**config.mk**
```make
export PLATFORM = sky130hd
export DESIGN_NAME = battery_voltage_level_qualifier_flat
export DESIGN_NICKNAME = d
export VERILOG_FILES = /design/src/rtl/bvlq_pkg.sv /design/src/rtl/bvlq_ifs.sv /design/src/rtl/bvlq_cfg_regs.sv /design/src/rtl/bvlq_core.sv /design/src/rtl/battery_voltage_level_qualifier.sv /design/src/flat_wrapper.sv
export SDC_FILE = /design/constraint.sdc
export NUM_CORES = 1
export LEC_CHECK = 0
export BUFFER_PORTS_ARGS = -buffer_cell sky130_fd_sc_hd__buf_2
export CAP_MARGIN = 20
export CORE_MARGIN = 3
export CORE_UTILIZATION = 55
export DETAILED_ROUTE_END_ITERATION = 8
export PLACE_DENSITY = 0.73
export SLEW_MARGIN = 20
export SYNTH_ARGS = -nofsm -noshare
export SYNTH_HDL_FRONTEND = slang
export SYNTH_SLANG_ARGS = --single-unit
export TNS_END_PERCENT = 5
```
**constraint.sdc**
```tcl
create_clock -name clk -period 7.45 [get_ports clk]
set_input_delay 0.745 -clock clk [delete_from_list [all_inputs] [get_ports clk]]
set_output_delay 0.745 -clock clk [all_outputs]
set_load 0.02 [all_outputs]
```
**src/rtl/bvlq_pkg.sv**
```systemverilog
// Battery voltage level qualifier: shared types and constants.
// Used by the channel interfaces and every module of the block; no dependencies.
package bvlq_pkg;

	localparam int MV_W       = 16;
	localparam int NEED_W     = 8;
	localparam int CFG_IDX_W  = 3;
	localparam int CFG_DATA_W = 16;

	// Qualified battery status
	typedef enum logic [1:0] {
		ST_UNKNOWN = 2'd0,
		ST_NORMAL  = 2'd1,
		ST_LOW     = 2'd2
	} status_t;

	// Configuration register indexes
	typedef enum logic [CFG_IDX_W-1:0] {
		REG_CRITICAL_LEVEL = 3'd0,
		REG_TRIP_LEVEL     = 3'd1,
		REG_RECOVERY_LEVEL = 3'd2,
		REG_LOW_CONFIRM    = 3'd3,
		REG_VALID_CONFIRM  = 3'd4,
		REG_RECOV_CONFIRM  = 3'd5
	} cfg_idx_t;

	// Reset values of the configuration registers
	localparam logic [MV_W-1:0]   CRITICAL_LEVEL_RST = 16'd3300;
	localparam logic [MV_W-1:0]   TRIP_LEVEL_RST     = 16'd3500;
	localparam logic [MV_W-1:0]   RECOVERY_LEVEL_RST = 16'd3700;
	localparam logic [NEED_W-1:0] CONFIRM_RST        = 8'd3;

	// Configuration as seen by the qualifier core
	typedef struct packed {
		logic [MV_W-1:0]   critical_level_mv;
		logic [MV_W-1:0]   trip_level_mv;
		logic [MV_W-1:0]   recovery_level_mv;
		logic [NEED_W-1:0] low_confirm_needed;
		logic [NEED_W-1:0] valid_confirm_needed;
		logic [NEED_W-1:0] recovery_confirm_needed;
	} cfg_t;

endpackage

```
**src/rtl/bvlq_ifs.sv**
```systemverilog
// Battery voltage level qualifier: valid/ready channel interfaces.
// Depends on bvlq_pkg for field widths.

// Event channel: voltage sample or invalidate
interface bvlq_evt_if;
	logic                        valid;
	logic                        ready;
	logic                        func;
	logic [bvlq_pkg::MV_W-1:0]   sample_mv;

	modport source(output valid, func, sample_mv, input ready);
	modport sink(input valid, func, sample_mv, output ready);
endinterface

// Result channel: status after each event
interface bvlq_res_if;
	logic       valid;
	logic       ready;
	logic [1:0] battery_status;
	logic       is_low;

	modport source(output valid, battery_status, is_low, input ready);
	modport sink(input valid, battery_status, is_low, output ready);
endinterface

// Configuration write channel
interface bvlq_cfg_if;
	logic                               valid;
	logic                               ready;
	logic [bvlq_pkg::CFG_IDX_W-1:0]     index;
	logic [bvlq_pkg::CFG_DATA_W-1:0]    data;

	modport source(output valid, index, data, input ready);
	modport sink(input valid, index, data, output ready);
endinterface

```
**src/rtl/bvlq_cfg_regs.sv**
```systemverilog
// Battery voltage level qualifier: configuration register file.
// Depends on bvlq_pkg (cfg_t, register indexes, reset values) and bvlq_cfg_if.
module bvlq_cfg_regs (
	input  logic            clk,
	input  logic            arst_n,
	bvlq_cfg_if.sink        cfg,
	output bvlq_pkg::cfg_t  cfg_q
);

	// Always take writes
	assign cfg.ready = 1'b1;

	// Update the addressed register; unknown indexes are dropped
	always_ff @(posedge clk or negedge arst_n) begin
		if (!arst_n) begin
			cfg_q.critical_level_mv       <= bvlq_pkg::CRITICAL_LEVEL_RST;
			cfg_q.trip_level_mv           <= bvlq_pkg::TRIP_LEVEL_RST;
			cfg_q.recovery_level_mv       <= bvlq_pkg::RECOVERY_LEVEL_RST;
			cfg_q.low_confirm_needed      <= bvlq_pkg::CONFIRM_RST;
			cfg_q.valid_confirm_needed    <= bvlq_pkg::CONFIRM_RST;
			cfg_q.recovery_confirm_needed <= bvlq_pkg::CONFIRM_RST;
		end else if (cfg.valid) begin
			unique case (bvlq_pkg::cfg_idx_t'(cfg.index))
				bvlq_pkg::REG_CRITICAL_LEVEL: cfg_q.critical_level_mv <= cfg.data;
				bvlq_pkg::REG_TRIP_LEVEL:     cfg_q.trip_level_mv     <= cfg.data;
				bvlq_pkg::REG_RECOVERY_LEVEL: cfg_q.recovery_level_mv <= cfg.data;
				bvlq_pkg::REG_LOW_CONFIRM: begin
					cfg_q.low_confirm_needed <= cfg.data[bvlq_pkg::NEED_W-1:0];
				end
				bvlq_pkg::REG_VALID_CONFIRM: begin
					cfg_q.valid_confirm_needed <= cfg.data[bvlq_pkg::NEED_W-1:0];
				end
				bvlq_pkg::REG_RECOV_CONFIRM: begin
					cfg_q.recovery_confirm_needed <= cfg.data[bvlq_pkg::NEED_W-1:0];
				end
				default: ;
			endcase
		end
	end

endmodule

```
**src/rtl/bvlq_core.sv**
```systemverilog
// Battery voltage level qualifier: status register, confirm counters and their update.
// Depends on bvlq_pkg (status_t, cfg_t).
module bvlq_core #(
	parameter int COUNT_BITS = 8
) (
	input  logic                         clk,
	input  logic                         arst_n,
	input  logic                         step,
	input  logic                         func,
	input  logic [bvlq_pkg::MV_W-1:0]    sample_mv,
	input  bvlq_pkg::cfg_t               cfg_q,
	output bvlq_pkg::status_t            status_q,
	output bvlq_pkg::status_t            status_nxt
);

	// Compare width covers both the counters and the needed counts
	localparam int CMP_W = (COUNT_BITS > bvlq_pkg::NEED_W) ? COUNT_BITS : bvlq_pkg::NEED_W;
	localparam logic [COUNT_BITS-1:0] RUN_MAX = {COUNT_BITS{1'b1}};

	logic [COUNT_BITS-1:0] safe_run_q, low_run_q, recovery_run_q;
	logic [COUNT_BITS-1:0] safe_run_nxt, low_run_nxt, recovery_run_nxt;

	function automatic logic [CMP_W-1:0] ext_run(input logic [COUNT_BITS-1:0] run);
		return CMP_W'(run);
	endfunction

	function automatic logic [CMP_W-1:0] ext_need(input logic [bvlq_pkg::NEED_W-1:0] need);
		return CMP_W'(need);
	endfunction

	// Saturating count toward a needed value
	function automatic logic [COUNT_BITS-1:0] bump(input logic [COUNT_BITS-1:0] run,
			input logic [bvlq_pkg::NEED_W-1:0] need);
		logic [COUNT_BITS-1:0] res;
		res = run;
		if (ext_run(run) < ext_need(need) && run != RUN_MAX) begin
			res = run + COUNT_BITS'(1);
		end
		return res;
	endfunction

	logic at_critical, at_trip, at_recovery;
	logic [COUNT_BITS-1:0] rec_bumped, low_cand, safe_cand;

	// Level comparisons
	assign at_critical = (sample_mv <= cfg_q.critical_level_mv);
	assign at_trip     = (sample_mv <= cfg_q.trip_level_mv);
	assign at_recovery = (sample_mv >= cfg_q.recovery_level_mv);

	// Next status and counters for the event at hand
	always_comb begin
		status_nxt       = status_q;
		safe_run_nxt     = safe_run_q;
		low_run_nxt      = low_run_q;
		recovery_run_nxt = recovery_run_q;
		rec_bumped       = bump(recovery_run_q, cfg_q.recovery_confirm_needed);
		low_cand         = low_run_q;
		safe_cand        = safe_run_q;
		if (func) begin
			// Invalidate: drop the runs, keep a latched low
			safe_run_nxt     = '0;
			low_run_nxt      = '0;
			recovery_run_nxt = '0;
			status_nxt = (status_q == bvlq_pkg::ST_LOW) ? bvlq_pkg::ST_LOW
			                                            : bvlq_pkg::ST_UNKNOWN;
		end else if (at_critical) begin
			status_nxt       = bvlq_pkg::ST_LOW;
			safe_run_nxt     = '0;
			low_run_nxt      = '0;
			recovery_run_nxt = '0;
		end else if (status_q == bvlq_pkg::ST_LOW) begin
			// Low: count recovery samples
			safe_run_nxt = '0;
			low_run_nxt  = '0;
			if (at_recovery) begin
				if (ext_run(rec_bumped) >= ext_need(cfg_q.recovery_confirm_needed)) begin
					status_nxt       = bvlq_pkg::ST_NORMAL;
					recovery_run_nxt = '0;
				end else begin
					recovery_run_nxt = rec_bumped;
				end
			end else begin
				recovery_run_nxt = '0;
			end
		end else begin
			// Unknown or normal: count trip samples, and safe samples while unknown
			recovery_run_nxt = '0;
			if (at_trip) begin
				safe_cand = '0;
				low_cand  = bump(low_run_q, cfg_q.low_confirm_needed);
			end else begin
				low_cand = '0;
				if (status_q == bvlq_pkg::ST_UNKNOWN) begin
					safe_cand = bump(safe_run_q, cfg_q.valid_confirm_needed);
				end
			end
			safe_run_nxt = safe_cand;
			low_run_nxt  = low_cand;
			if (ext_run(low_cand) >= ext_need(cfg_q.low_confirm_needed)) begin
				status_nxt  = bvlq_pkg::ST_LOW;
				low_run_nxt = '0;
			end else if (status_q == bvlq_pkg::ST_UNKNOWN &&
			             ext_run(safe_cand) >= ext_need(cfg_q.valid_confirm_needed)) begin
				status_nxt = bvlq_pkg::ST_NORMAL;
			end
		end
	end

	// Commit the state once per event
	always_ff @(posedge clk or negedge arst_n) begin
		if (!arst_n) begin
			status_q       <= bvlq_pkg::ST_UNKNOWN;
			safe_run_q     <= '0;
			low_run_q      <= '0;
			recovery_run_q <= '0;
		end else if (step) begin
			status_q       <= status_nxt;
			safe_run_q     <= safe_run_nxt;
			low_run_q      <= low_run_nxt;
			recovery_run_q <= recovery_run_nxt;
		end
	end

endmodule

```
**src/rtl/battery_voltage_level_qualifier.sv**
```systemverilog
// Battery voltage level qualifier: top level with input and result registers.
// Depends on bvlq_pkg, bvlq_ifs (channel interfaces), bvlq_cfg_regs and bvlq_core.
//
//   channel  dir  payload                     transaction
//   evt      in   func, sample_mv             valid & ready
//   res      out  battery_status, is_low      valid & ready
//   cfg      in   index, data                 valid & ready (ready tied high)
//
// One event per cycle sustained while res is ready. The evt transaction loads
// the input register, and the status update then loads the result register,
// which raises res valid, once that register is free or being read. Reset
// clears status to unknown, the confirm counters to zero and the
// configuration to its defaults. A stalled result register holds its
// transaction; the input register still takes one more event behind it.
module battery_voltage_level_qualifier #(
	parameter int COUNT_BITS = 8
) (
	input  logic       clk,
	input  logic       arst_n,
	bvlq_evt_if.sink   evt,
	bvlq_res_if.source res,
	bvlq_cfg_if.sink   cfg
);

	bvlq_pkg::cfg_t    cfg_q;
	bvlq_pkg::status_t status_q, status_nxt;

	logic                      evt_vld_s1;
	logic                      func_s1;
	logic [bvlq_pkg::MV_W-1:0] mv_s1;
	logic                      res_vld_s2;
	bvlq_pkg::status_t         status_s2;
	logic                      advance;

	bvlq_cfg_regs u_cfg_regs (
		.clk    (clk),
		.arst_n (arst_n),
		.cfg    (cfg),
		.cfg_q  (cfg_q)
	);

	// Move the held event into the result register when it is free
	assign advance   = evt_vld_s1 && (!res_vld_s2 || res.ready);
	assign evt.ready = !evt_vld_s1 || advance;

	// Input register
	always_ff @(posedge clk or negedge arst_n) begin
		if (!arst_n) begin
			evt_vld_s1 <= 1'b0;
		end else if (evt.ready) begin
			evt_vld_s1 <= evt.valid;
		end
	end

	always_ff @(posedge clk) begin
		if (evt.ready && evt.valid) begin
			func_s1 <= evt.func;
			mv_s1   <= evt.sample_mv;
		end
	end

	bvlq_core #(
		.COUNT_BITS (COUNT_BITS)
	) u_core (
		.clk        (clk),
		.arst_n     (arst_n),
		.step       (advance),
		.func       (func_s1),
		.sample_mv  (mv_s1),
		.cfg_q      (cfg_q),
		.status_q   (status_q),
		.status_nxt (status_nxt)
	);

	// Result register
	always_ff @(posedge clk or negedge arst_n) begin
		if (!arst_n) begin
			res_vld_s2 <= 1'b0;
		end else if (advance) begin
			res_vld_s2 <= 1'b1;
		end else if (res.ready) begin
			res_vld_s2 <= 1'b0;
		end
	end

	always_ff @(posedge clk) begin
		if (advance) begin
			status_s2 <= status_nxt;
		end
	end

	assign res.valid          = res_vld_s2;
	assign res.battery_status = status_s2;
	assign res.is_low         = (status_s2 == bvlq_pkg::ST_LOW);

	// The result shown is the status the core committed
	a_res_matches_state: assert property (@(posedge clk) disable iff (!arst_n)
		advance |=> res.valid && res.battery_status == status_q)
		else $error("result status differs from committed status");

	// A critical sample latches low
	a_critical_latches_low: assert property (@(posedge clk) disable iff (!arst_n)
		advance && !func_s1 && mv_s1 <= cfg_q.critical_level_mv |=>
		status_q == bvlq_pkg::ST_LOW)
		else $error("critical sample did not latch low");

	// Invalidate never yields normal
	a_invalidate_no_normal: assert property (@(posedge clk) disable iff (!arst_n)
		advance && func_s1 |=> status_q != bvlq_pkg::ST_NORMAL)
		else $error("invalidate left status normal");

	// Low can only be left toward normal, and only through a sample
	a_low_exit: assert property (@(posedge clk) disable iff (!arst_n)
		status_q == bvlq_pkg::ST_LOW && !(advance && !func_s1) |=>
		status_q == bvlq_pkg::ST_LOW)
		else $error("low status left without a sample");

endmodule
```
**src/flat_wrapper.sv**
```systemverilog
// flat-port wrapper written by rule: the top's interface ports become plain ports
module battery_voltage_level_qualifier_flat 
#(
	parameter int COUNT_BITS = 8
)
  (clk, arst_n, evt_valid, evt_func, evt_sample_mv, evt_ready, res_valid, res_battery_status, res_is_low, res_ready, cfg_valid, cfg_index, cfg_data, cfg_ready);
  bvlq_evt_if evt_i ();
  bvlq_res_if res_i ();
  bvlq_cfg_if cfg_i ();
  input  logic clk;
  input  logic arst_n;
  input wire logic [$bits(evt_i.valid)-1:0] evt_valid;
  input wire logic [$bits(evt_i.func)-1:0] evt_func;
  input wire logic [$bits(evt_i.sample_mv)-1:0] evt_sample_mv;
  output wire logic [$bits(evt_i.ready)-1:0] evt_ready;
  output wire logic [$bits(res_i.valid)-1:0] res_valid;
  output wire logic [$bits(res_i.battery_status)-1:0] res_battery_status;
  output wire logic [$bits(res_i.is_low)-1:0] res_is_low;
  input wire logic [$bits(res_i.ready)-1:0] res_ready;
  input wire logic [$bits(cfg_i.valid)-1:0] cfg_valid;
  input wire logic [$bits(cfg_i.index)-1:0] cfg_index;
  input wire logic [$bits(cfg_i.data)-1:0] cfg_data;
  output wire logic [$bits(cfg_i.ready)-1:0] cfg_ready;
  assign evt_i.valid = evt_valid;
  assign evt_i.func = evt_func;
  assign evt_i.sample_mv = evt_sample_mv;
  assign evt_ready = evt_i.ready;
  assign res_valid = res_i.valid;
  assign res_battery_status = res_i.battery_status;
  assign res_is_low = res_i.is_low;
  assign res_i.ready = res_ready;
  assign cfg_i.valid = cfg_valid;
  assign cfg_i.index = cfg_index;
  assign cfg_i.data = cfg_data;
  assign cfg_ready = cfg_i.ready;
  battery_voltage_level_qualifier #(.COUNT_BITS(COUNT_BITS)) u_core (.clk(clk), .arst_n(arst_n), .evt(evt_i), .res(res_i), .cfg(cfg_i));
endmodule
```
==> results.json, run 1 <==
{
  "met2WireLength_um": 8100,
  "highest_signal_layer": "met4",
  "maxSlewHeadroom": 0.392,
  "finalCriticalPeriod_ns": 4.13,
  "grt_antenna_before_repair": 0,
  "worst_path_dominant_cell_family": "compound AO/OA/AOI/OAI gates",
  "ant_nets": 0,
  "crit_path_max_fanout": 11,
  "grt.overflow.total": 0,
  "remaining_drc_errors": 0,
  "diodes": 0,
  "wl_met1_um": 7680,
  "fin_worst_skew_ns": 0.00980,
  "grt_first_pass_wirelength_um": 28600,
  "die-area_um2": 14800,
  "power_leakage_nw": 3.96,
  "max-cap-violations": 0,
  "detailedRoute.firstIterationViolations": 365,
  "final_nets": 927,
  "detail_route.wirelength_um": 17100,
  "first_pass_iters": 5,
  "hold_class": "primary input to async pin",
  "pwr_density_cell_nw_per_um2": 247,
  "worst_pin_slew_ns": 0.907,
  "critical_path.max_stage_delay_ns": 0.67,
  "port_buffers": 45,
  "post-dp-hpwl_um": 12400,
  "clkTransAtPathRegs_ns": 0.06,
  "grt_start_max_net_pins": 81,
  "grt_util_all_layers": 0.249,
  "synth_edf_count": 19,
  "number_of_global_route_vias_before_repair": 5840,
  "ctsHtreeMaxLevel": 4,
  "wl_per_cell_um": 17.5,
  "met3RoutedLength_um": 930,
  "critical_path.endpoint_type": "flop",
  "start_util": 0.572,
  "async_flop_share": 0.840,
  "r2r_slack_ns": 3.32,
  "post_synth_instance_area_um2": 7340,
  "critical-path-slowest-cell": "sky130_fd_sc_hd__a21oi_1",
  "cts_root_cell": "sky130_fd_sc_hd__clkbuf_16",
  "finalCritPeriodShare": 0.555,
  "finalNonFillerCells": 975,
  "final_core_util": 0.651,
  "timing.critical_path.depth": 13,
  "fmax_ghz": 0.242,
  "ioPinCount": 47,
  "synthFlopType": "sky130_fd_sc_hd__dfrtp_1",
  "fin_tns_setup_ns": 0,
  "die_width_um": 122,
  "finalHoldViolations": 0,
  "mappedNetlistNets": 877,
  "dr_total_vias": 5673,
  "grt_setup_unrepaired": "no",
  "ir_drop_uv": 212,
  "area.growth.synth_to_final_pct": 13.7,
  "critPathArrivalTime_ns": 4.36,
  "critical-path-top-cell-by-count": "sky130_fd_sc_hd__a21oi_1",
  "ys.warnings.count": 0,
  "clock-sinks": 119,
  "average_cell_area_after_synthesis_um2": 9.92,
  "cts-resized-gates": 0,
  "core.rowCount": 41,
  "fraction_of_final_layout_cells_with_drive_strength_greater_than_1": 0.187,
  "cts_tree": "built",
  "worst_r2r_path_cells": 13,
  "dp.cells": 942,
  "worst_setup_path_category": "flop to flop",
  "cp_data_required_time_ns": 7.68,
  "worstPathBufferInverterCount": 1,
  "seq_area_frac_synth": 0.423,
  "gp_congestion": 0.852,
  "outcome": "finished, final reports clean",
  "chipHeight_um": 122,
  "setup.worst_path.start_class": "flop",
  "vias_per_cell": 5.82,
  "synthCells": 740,
  "synth.ff_latch_count": 119,
  "timing_max_transition_violations_final": 0,
  "setup_viol_count_final": 0,
  "buffer_levels_on_the_longest_clock_path": 2,
  "post_synth_num_cell_types": 69,
  "cts-hold-fix-buffers": 0,
  "placeableCoreArea_um2": 12800,
  "clock_latency_ns": 0.42,
  "post-cts-setup-buffer-count": 0,
  "tritoncts.num_buffers": 17,
  "worstPathCellList": "inv_1 > ha_1 > a21o_1 > a211o_1 > a21oi_1 > mux2_2 > ha_1 > o21ai_0 > a21oi_1 > nor4_1 > o31a_1 > or3_1 > a21oi_1"
}
==> metrics by stage <==
stage	hold slack (ns)	power, mW	worst slack, ns	instance area [um2]
global placement	0.479	1.25	3.44	7750
CTS	0.207	2.07	3.28	8320
floorplan	0.449	1.13	4.00	7340
detailed placement	0.489	1.27	3.33	7750
global route	0.216	2.17	3.00	8350
finish	0.210	2.06	3.32	8350
==> per-layer routing <==
layer  global-route usage  vias to the layer above
met4               0.0945                        0
li1                     -                     2731
met3               0.0696                       24
met1                0.332                     2763
met5                    0                        -
met2                0.388                      155
==> cells by family after synthesis <==
group | count (synthesis) | share of synthesized area
other | 1 | 0.000511
XOR/XNOR | 19 | 0.0227
AO/OA/AOI/OAI | 186 | 0.161
adder cells (fa/ha/maj) | 96 | 0.164
buffers and inverters | 96 | 0.0537
flip-flops | 119 | 0.423
AND/OR/NAND/NOR | 201 | 0.142
multiplexers | 22 | 0.0336
==> final timing paths <==
| check | start | endpoint |
|---|---|---|
| worst max-delay path | u_core.u_cfg_regs.cfg_q[1] | u_core.res.battery_status[0] |
| worst min-delay path | arst_n | u_core.u_core.low_run_q[1] |
| worst max register to register | u_core.u_cfg_regs.cfg_q[1] | u_core.res.battery_status[0] |
| worst min register to register | u_core.u_cfg_regs.cfg_q[6] | u_core.u_cfg_regs.cfg_q[6] |
| max in group asynchronous | arst_n | u_core.u_cfg_regs.cfg_q[47] |
| min in group clk | evt_sample_mv[12] | u_core.mv_s1[12] |
==> power breakdown <==
part / total, mW / switching, mW / internal, mW
Clock: 0.785 / 0.297 / 0.488
Sequential: 0.813 / 0.0380 / 0.775
Combinational: 0.460 / 0.279 / 0.181
==> cell type report <==
cell class / instances / area, um2
well taps: 172 / 215
fillers: 1054 / 4480
clock inverters: 10 / 95.1
clock buffers: 22 / 475
repair buffers: 51 / 293
flip-flops and latches: 119 / 3110
multi-input cells: 525 / 3880
inverters: 76 / 285
==> Yosys cell counts, drive strengths merged, types with 2 or more instances <==
library cell / n / area (um2)
a2111oi: 2 / 17.5
a211oi: 7 / 62.6
a21o: 18 / 135
a21oi: 36 / 184
a221oi: 2 / 23.8
a22o: 7 / 61.3
a31o: 2 / 17.5
a31oi: 5 / 31.3
a32o: 2 / 21.3
a41oi: 2 / 17.5
and2: 6 / 37.5
and2b: 3 / 22.5
and3: 7 / 51.3
and4: 2 / 17.5
buf: 6 / 56.3
clkbuf: 14 / 52.6
dfrtp: 74 / 1850
dfstp: 26 / 683
edfxtp: 19 / 571
ha: 96 / 1200
inv: 76 / 285
mux2: 21 / 236
nand2: 81 / 304
nand2b: 14 / 87.6
nand3: 9 / 50.1
nand4: 20 / 138
nand4b: 3 / 41.3
nor2: 30 / 120
nor2b: 5 / 31.3
nor3: 11 / 60.1
nor3b: 2 / 15.0
nor4: 3 / 25.0
nor4bb: 2 / 20.0
o211ai: 4 / 35.0
o21a: 5 / 37.5
o21ai: 82 / 410
o31a: 3 / 26.3
o31ai: 2 / 33.8
xnor2: 11 / 96.3
xor2: 8 / 70.1
==> placed cells by master (no fill, tap or decap), drive strengths merged, types with 5 or more instances in the layout <==
master / instances
clkinv: 5
nand3: 9
nor3: 11
ha: 96
nand2b: 14
inv: 78
a21o: 18
a21oi: 36
mux2: 21
dfrtp: 74
nor2: 30
buf: 51
a31oi: 5
dfstp: 26
clkbuf: 22
a22o: 7
a211oi: 7
o21ai: 82
and2: 6
edfxtp: 19
nand2: 81
nand4: 20
xnor2: 11
xor2: 8
and3: 7
o21a: 5
nor2b: 5
==> state kept, by name, summed over array words and instances, names as in the netlist <==
register                      flops
u_core.res.valid                  1
u_core.evt_vld_s1                 1
u_core.u_cfg_regs.cfg_q          72
u_core.mv_s1                     16
u_core.func_s1                    1
u_core.res.battery_status         2
u_core.u_core.low_run_q           8
u_core.u_core.safe_run_q          8
u_core.u_core.recovery_run_q      8
u_core.u_core.status_q            2
No activity file was read; power rests on OpenSTA's default activity.
==> inputs of run 2 (changes only) <==
==> constraint.sdc (replaced) <==
create_clock -name clk -period 4.2 [get_ports clk]
set_input_delay 0.42 -clock clk [delete_from_list [all_inputs] [get_ports clk]]
set_output_delay 0.42 -clock clk [all_outputs]
set_load 0.02 [all_outputs]
==> run 2 against run 1 <==
Effect of this change: non-clock buffer count grew 2; largest cell class unchanged; die area did not move; maximum frequency rose by 6.5%; utilization up 0.56 points; critical endpoint is now u_core.u_core.recovery_run_q[1]; power is 86% higher; worst hold slack worse by 0.13 ns; cell area is 0.85% higher; count of clock-buffer cells in the layout is 2 lower; critical path depth increased by 1; routed wire length up 0.58%; sequential power up 78%; via count is 0.78% higher.
==> results.json, run 2 (synthesis results as in run 1) <==
{
  "outcome": "finished, final reports clean",
  "grt_first_pass_wirelength_um": 28700,
  "detail_route.wirelength_um": 17200,
  "cp_data_required_time_ns": 4.56,
  "setup.worst_path.start_class": "flop",
  "worst_setup_path_category": "flop to flop",
  "fmax_ghz": 0.258,
  "grt_util_all_layers": 0.251,
  "grt_antenna_before_repair": 0,
  "worst_path_dominant_cell_family": "compound AO/OA/AOI/OAI gates",
  "worst_pin_slew_ns": 0.985,
  "port_buffers": 45,
  "worstPathBufferInverterCount": 1,
  "largest_register_ff_count": 72,
  "finalCriticalPeriod_ns": 3.88,
  "dr_total_vias": 5717,
  "power_leakage_nw": 3.99,
  "clock_latency_ns": 0.43,
  "worst_r2r_path_cells": 14,
  "fin_worst_skew_ns": 0.00774,
  "layout.filler_cells": 970,
  "fraction_of_final_layout_cells_with_drive_strength_greater_than_1": 0.194,
  "first_pass_iters": 5,
  "placeableCoreArea_um2": 12800,
  "pwr_density_cell_nw_per_um2": 453,
  "ctsHtreeMaxLevel": 4,
  "met3_usage": 0.0529,
  "wl_per_cell_um": 17.6,
  "number_of_global_route_vias_before_repair": 5800,
  "hold_class": "primary input to async pin",
  "finalCritPeriodShare": 0.923,
  "diodes": 0,
  "detailedRoute.firstIterationViolations": 462,
  "finalHoldViolations": 0,
  "reg.largest.list": "u_core.u_cfg_regs.cfg_q (72), u_core.mv_s1 (16)",
  "cts_root_cell": "sky130_fd_sc_hd__clkbuf_16",
  "layout_commonest_cell": "sky130_fd_sc_hd__ha_1",
  "maxSlewHeadroom": 0.342,
  "clkTransAtPathRegs_ns": 0.05,
  "grt_use_met2": 0.383,
  "timing_max_transition_violations_final": 0,
  "start_util": 0.572,
  "final_nets": 929,
  "gp_congestion": 0.899,
  "cts_tree": "built",
  "fin_tns_setup_ns": 0,
  "post-cts-setup-buffer-count": 0,
  "grt-busiest-layer": "met2",
  "grt.overflow.total": 0,
  "max-cap-violations": 0,
  "core.rowCount": 41,
  "ant_nets": 0,
  "critical-path-slowest-cell": "sky130_fd_sc_hd__dfstp_2",
  "remaining_drc_errors": 0,
  "ioPinCount": 47,
  "r2r_slack_ns": 0.32,
  "timing.rr.start": "u_core.u_cfg_regs.cfg_q[1]",
  "grt_start_max_net_pins": 63,
  "buffer_levels_on_the_longest_clock_path": 2,
  "mostFrequentLayoutCells": "sky130_fd_sc_hd__ha_1 (96), sky130_fd_sc_hd__nand2_1 (81), sky130_fd_sc_hd__inv_1 (76), sky130_fd_sc_hd__o21ai_0 (74), sky130_fd_sc_hd__dfrtp_1 (74)",
  "vias_per_cell": 5.85,
  "grt_setup_unrepaired": "no",
  "tritoncts.num_buffers": 17,
  "post_placement_setup_slack_ns": 0.198,
  "critical_path.endpoint_type": "flop",
  "largest_register": "u_core.u_cfg_regs.cfg_q",
  "die_width_um": 122,
  "ir_drop_uv": 321,
  "reg2reg_to": "u_core.u_core.recovery_run_q[1]",
  "area.growth.synth_to_final_pct": 14.7,
  "die-area_um2": 14800,
  "critical_path.max_stage_delay_ns": 0.53,
  "post-dp-hpwl_um": 12400,
  "chipHeight_um": 122,
  "critPathArrivalTime_ns": 4.24,
  "setup_viol_count_final": 0,
  "crit_path_max_fanout": 9,
  "final.setup.worst_slack_ns": 0.322,
  "worstPathCellList": "inv_1 > ha_1 > a21o_1 > a211o_1 > a21oi_1 > mux2_2 > ha_1 > o21ai_0 > a21oi_1 > nor4_1 > o31a_1 > nand4b_4 > nor2_4 > a32o_2",
  "clock-sinks": 119,
  "use_met1": 0.351
}
-- run 2: where the power goes --
| group | switching [mW] | leakage [nW] | internal (mW) |
|---|---|---|---|
| registers | 0.0703 | 1.39 | 1.37 |
| clock network | 0.527 | 0.306 | 1.02 |
| logic | 0.499 | 2.30 | 0.326 |
-- run 2: what timing repair did --
action                     CTS  global route
hold buffers                 0             0
setup endpoints to repair    0             9
resized for setup            0             4
-- run 2: cell type report --
cell class | count | area [um2] | share of cell area
repair buffers | 53 | 288 | 0.0342
multi-input cells | 525 | 3900 | 0.463
clock inverters | 12 | 173 | 0.0205
inverters | 76 | 285 | 0.0339
flip-flops and latches | 119 | 3110 | 0.369
well taps | 172 | 215 | 0.0256
clock buffers | 20 | 457 | 0.0542
-- run 2: worst max-delay path by stage --
stage | startpoint | endpoint | slack, ns | cells past startpoint
6_report | u_core.u_cfg_regs.cfg_q[1] | u_core.u_core.recovery_run_q[1] | 0.32 | 14
2_1_floorplan | u_core.u_cfg_regs.cfg_q[1] | u_core.u_core.status_q[0] | 0.75 | 14
4_1_cts | u_core.u_core.low_run_q[5] | u_core.u_core.low_run_q[0] | 0.15 | 15
5_1_grt | u_core.u_core.low_run_q[5] | u_core.res.battery_status[1] | 0.05 | 15
3_5_place_dp | u_core.u_core.low_run_q[5] | u_core.u_core.low_run_q[0] | 0.20 | 15
3_3_place_gp | u_core.u_core.low_run_q[5] | u_core.u_core.low_run_q[0] | 0.15 | 15
-- run 2: through the flow --
step                       util  hold slack [ns]  cells  area [um2]  total power [mW]
after CTS                 0.655           0.0967    977        8400              3.84
after global placement    0.606            0.474    945        7770              2.23
final                     0.656           0.0824    977        8420              3.82
after floorplan               -            0.124    740        7340              2.01
after detailed placement  0.606            0.493    945        7770              2.26
after global routing      0.656            0.138    977        8420              4.04
-- run 2: per-layer routing --
metal / wire length [um] / part of all wire
met2: 7920 / 0.46
met4: 425 / 0.025
met1: 8020 / 0.47
met5: 0 / 0
met3: 828 / 0.048
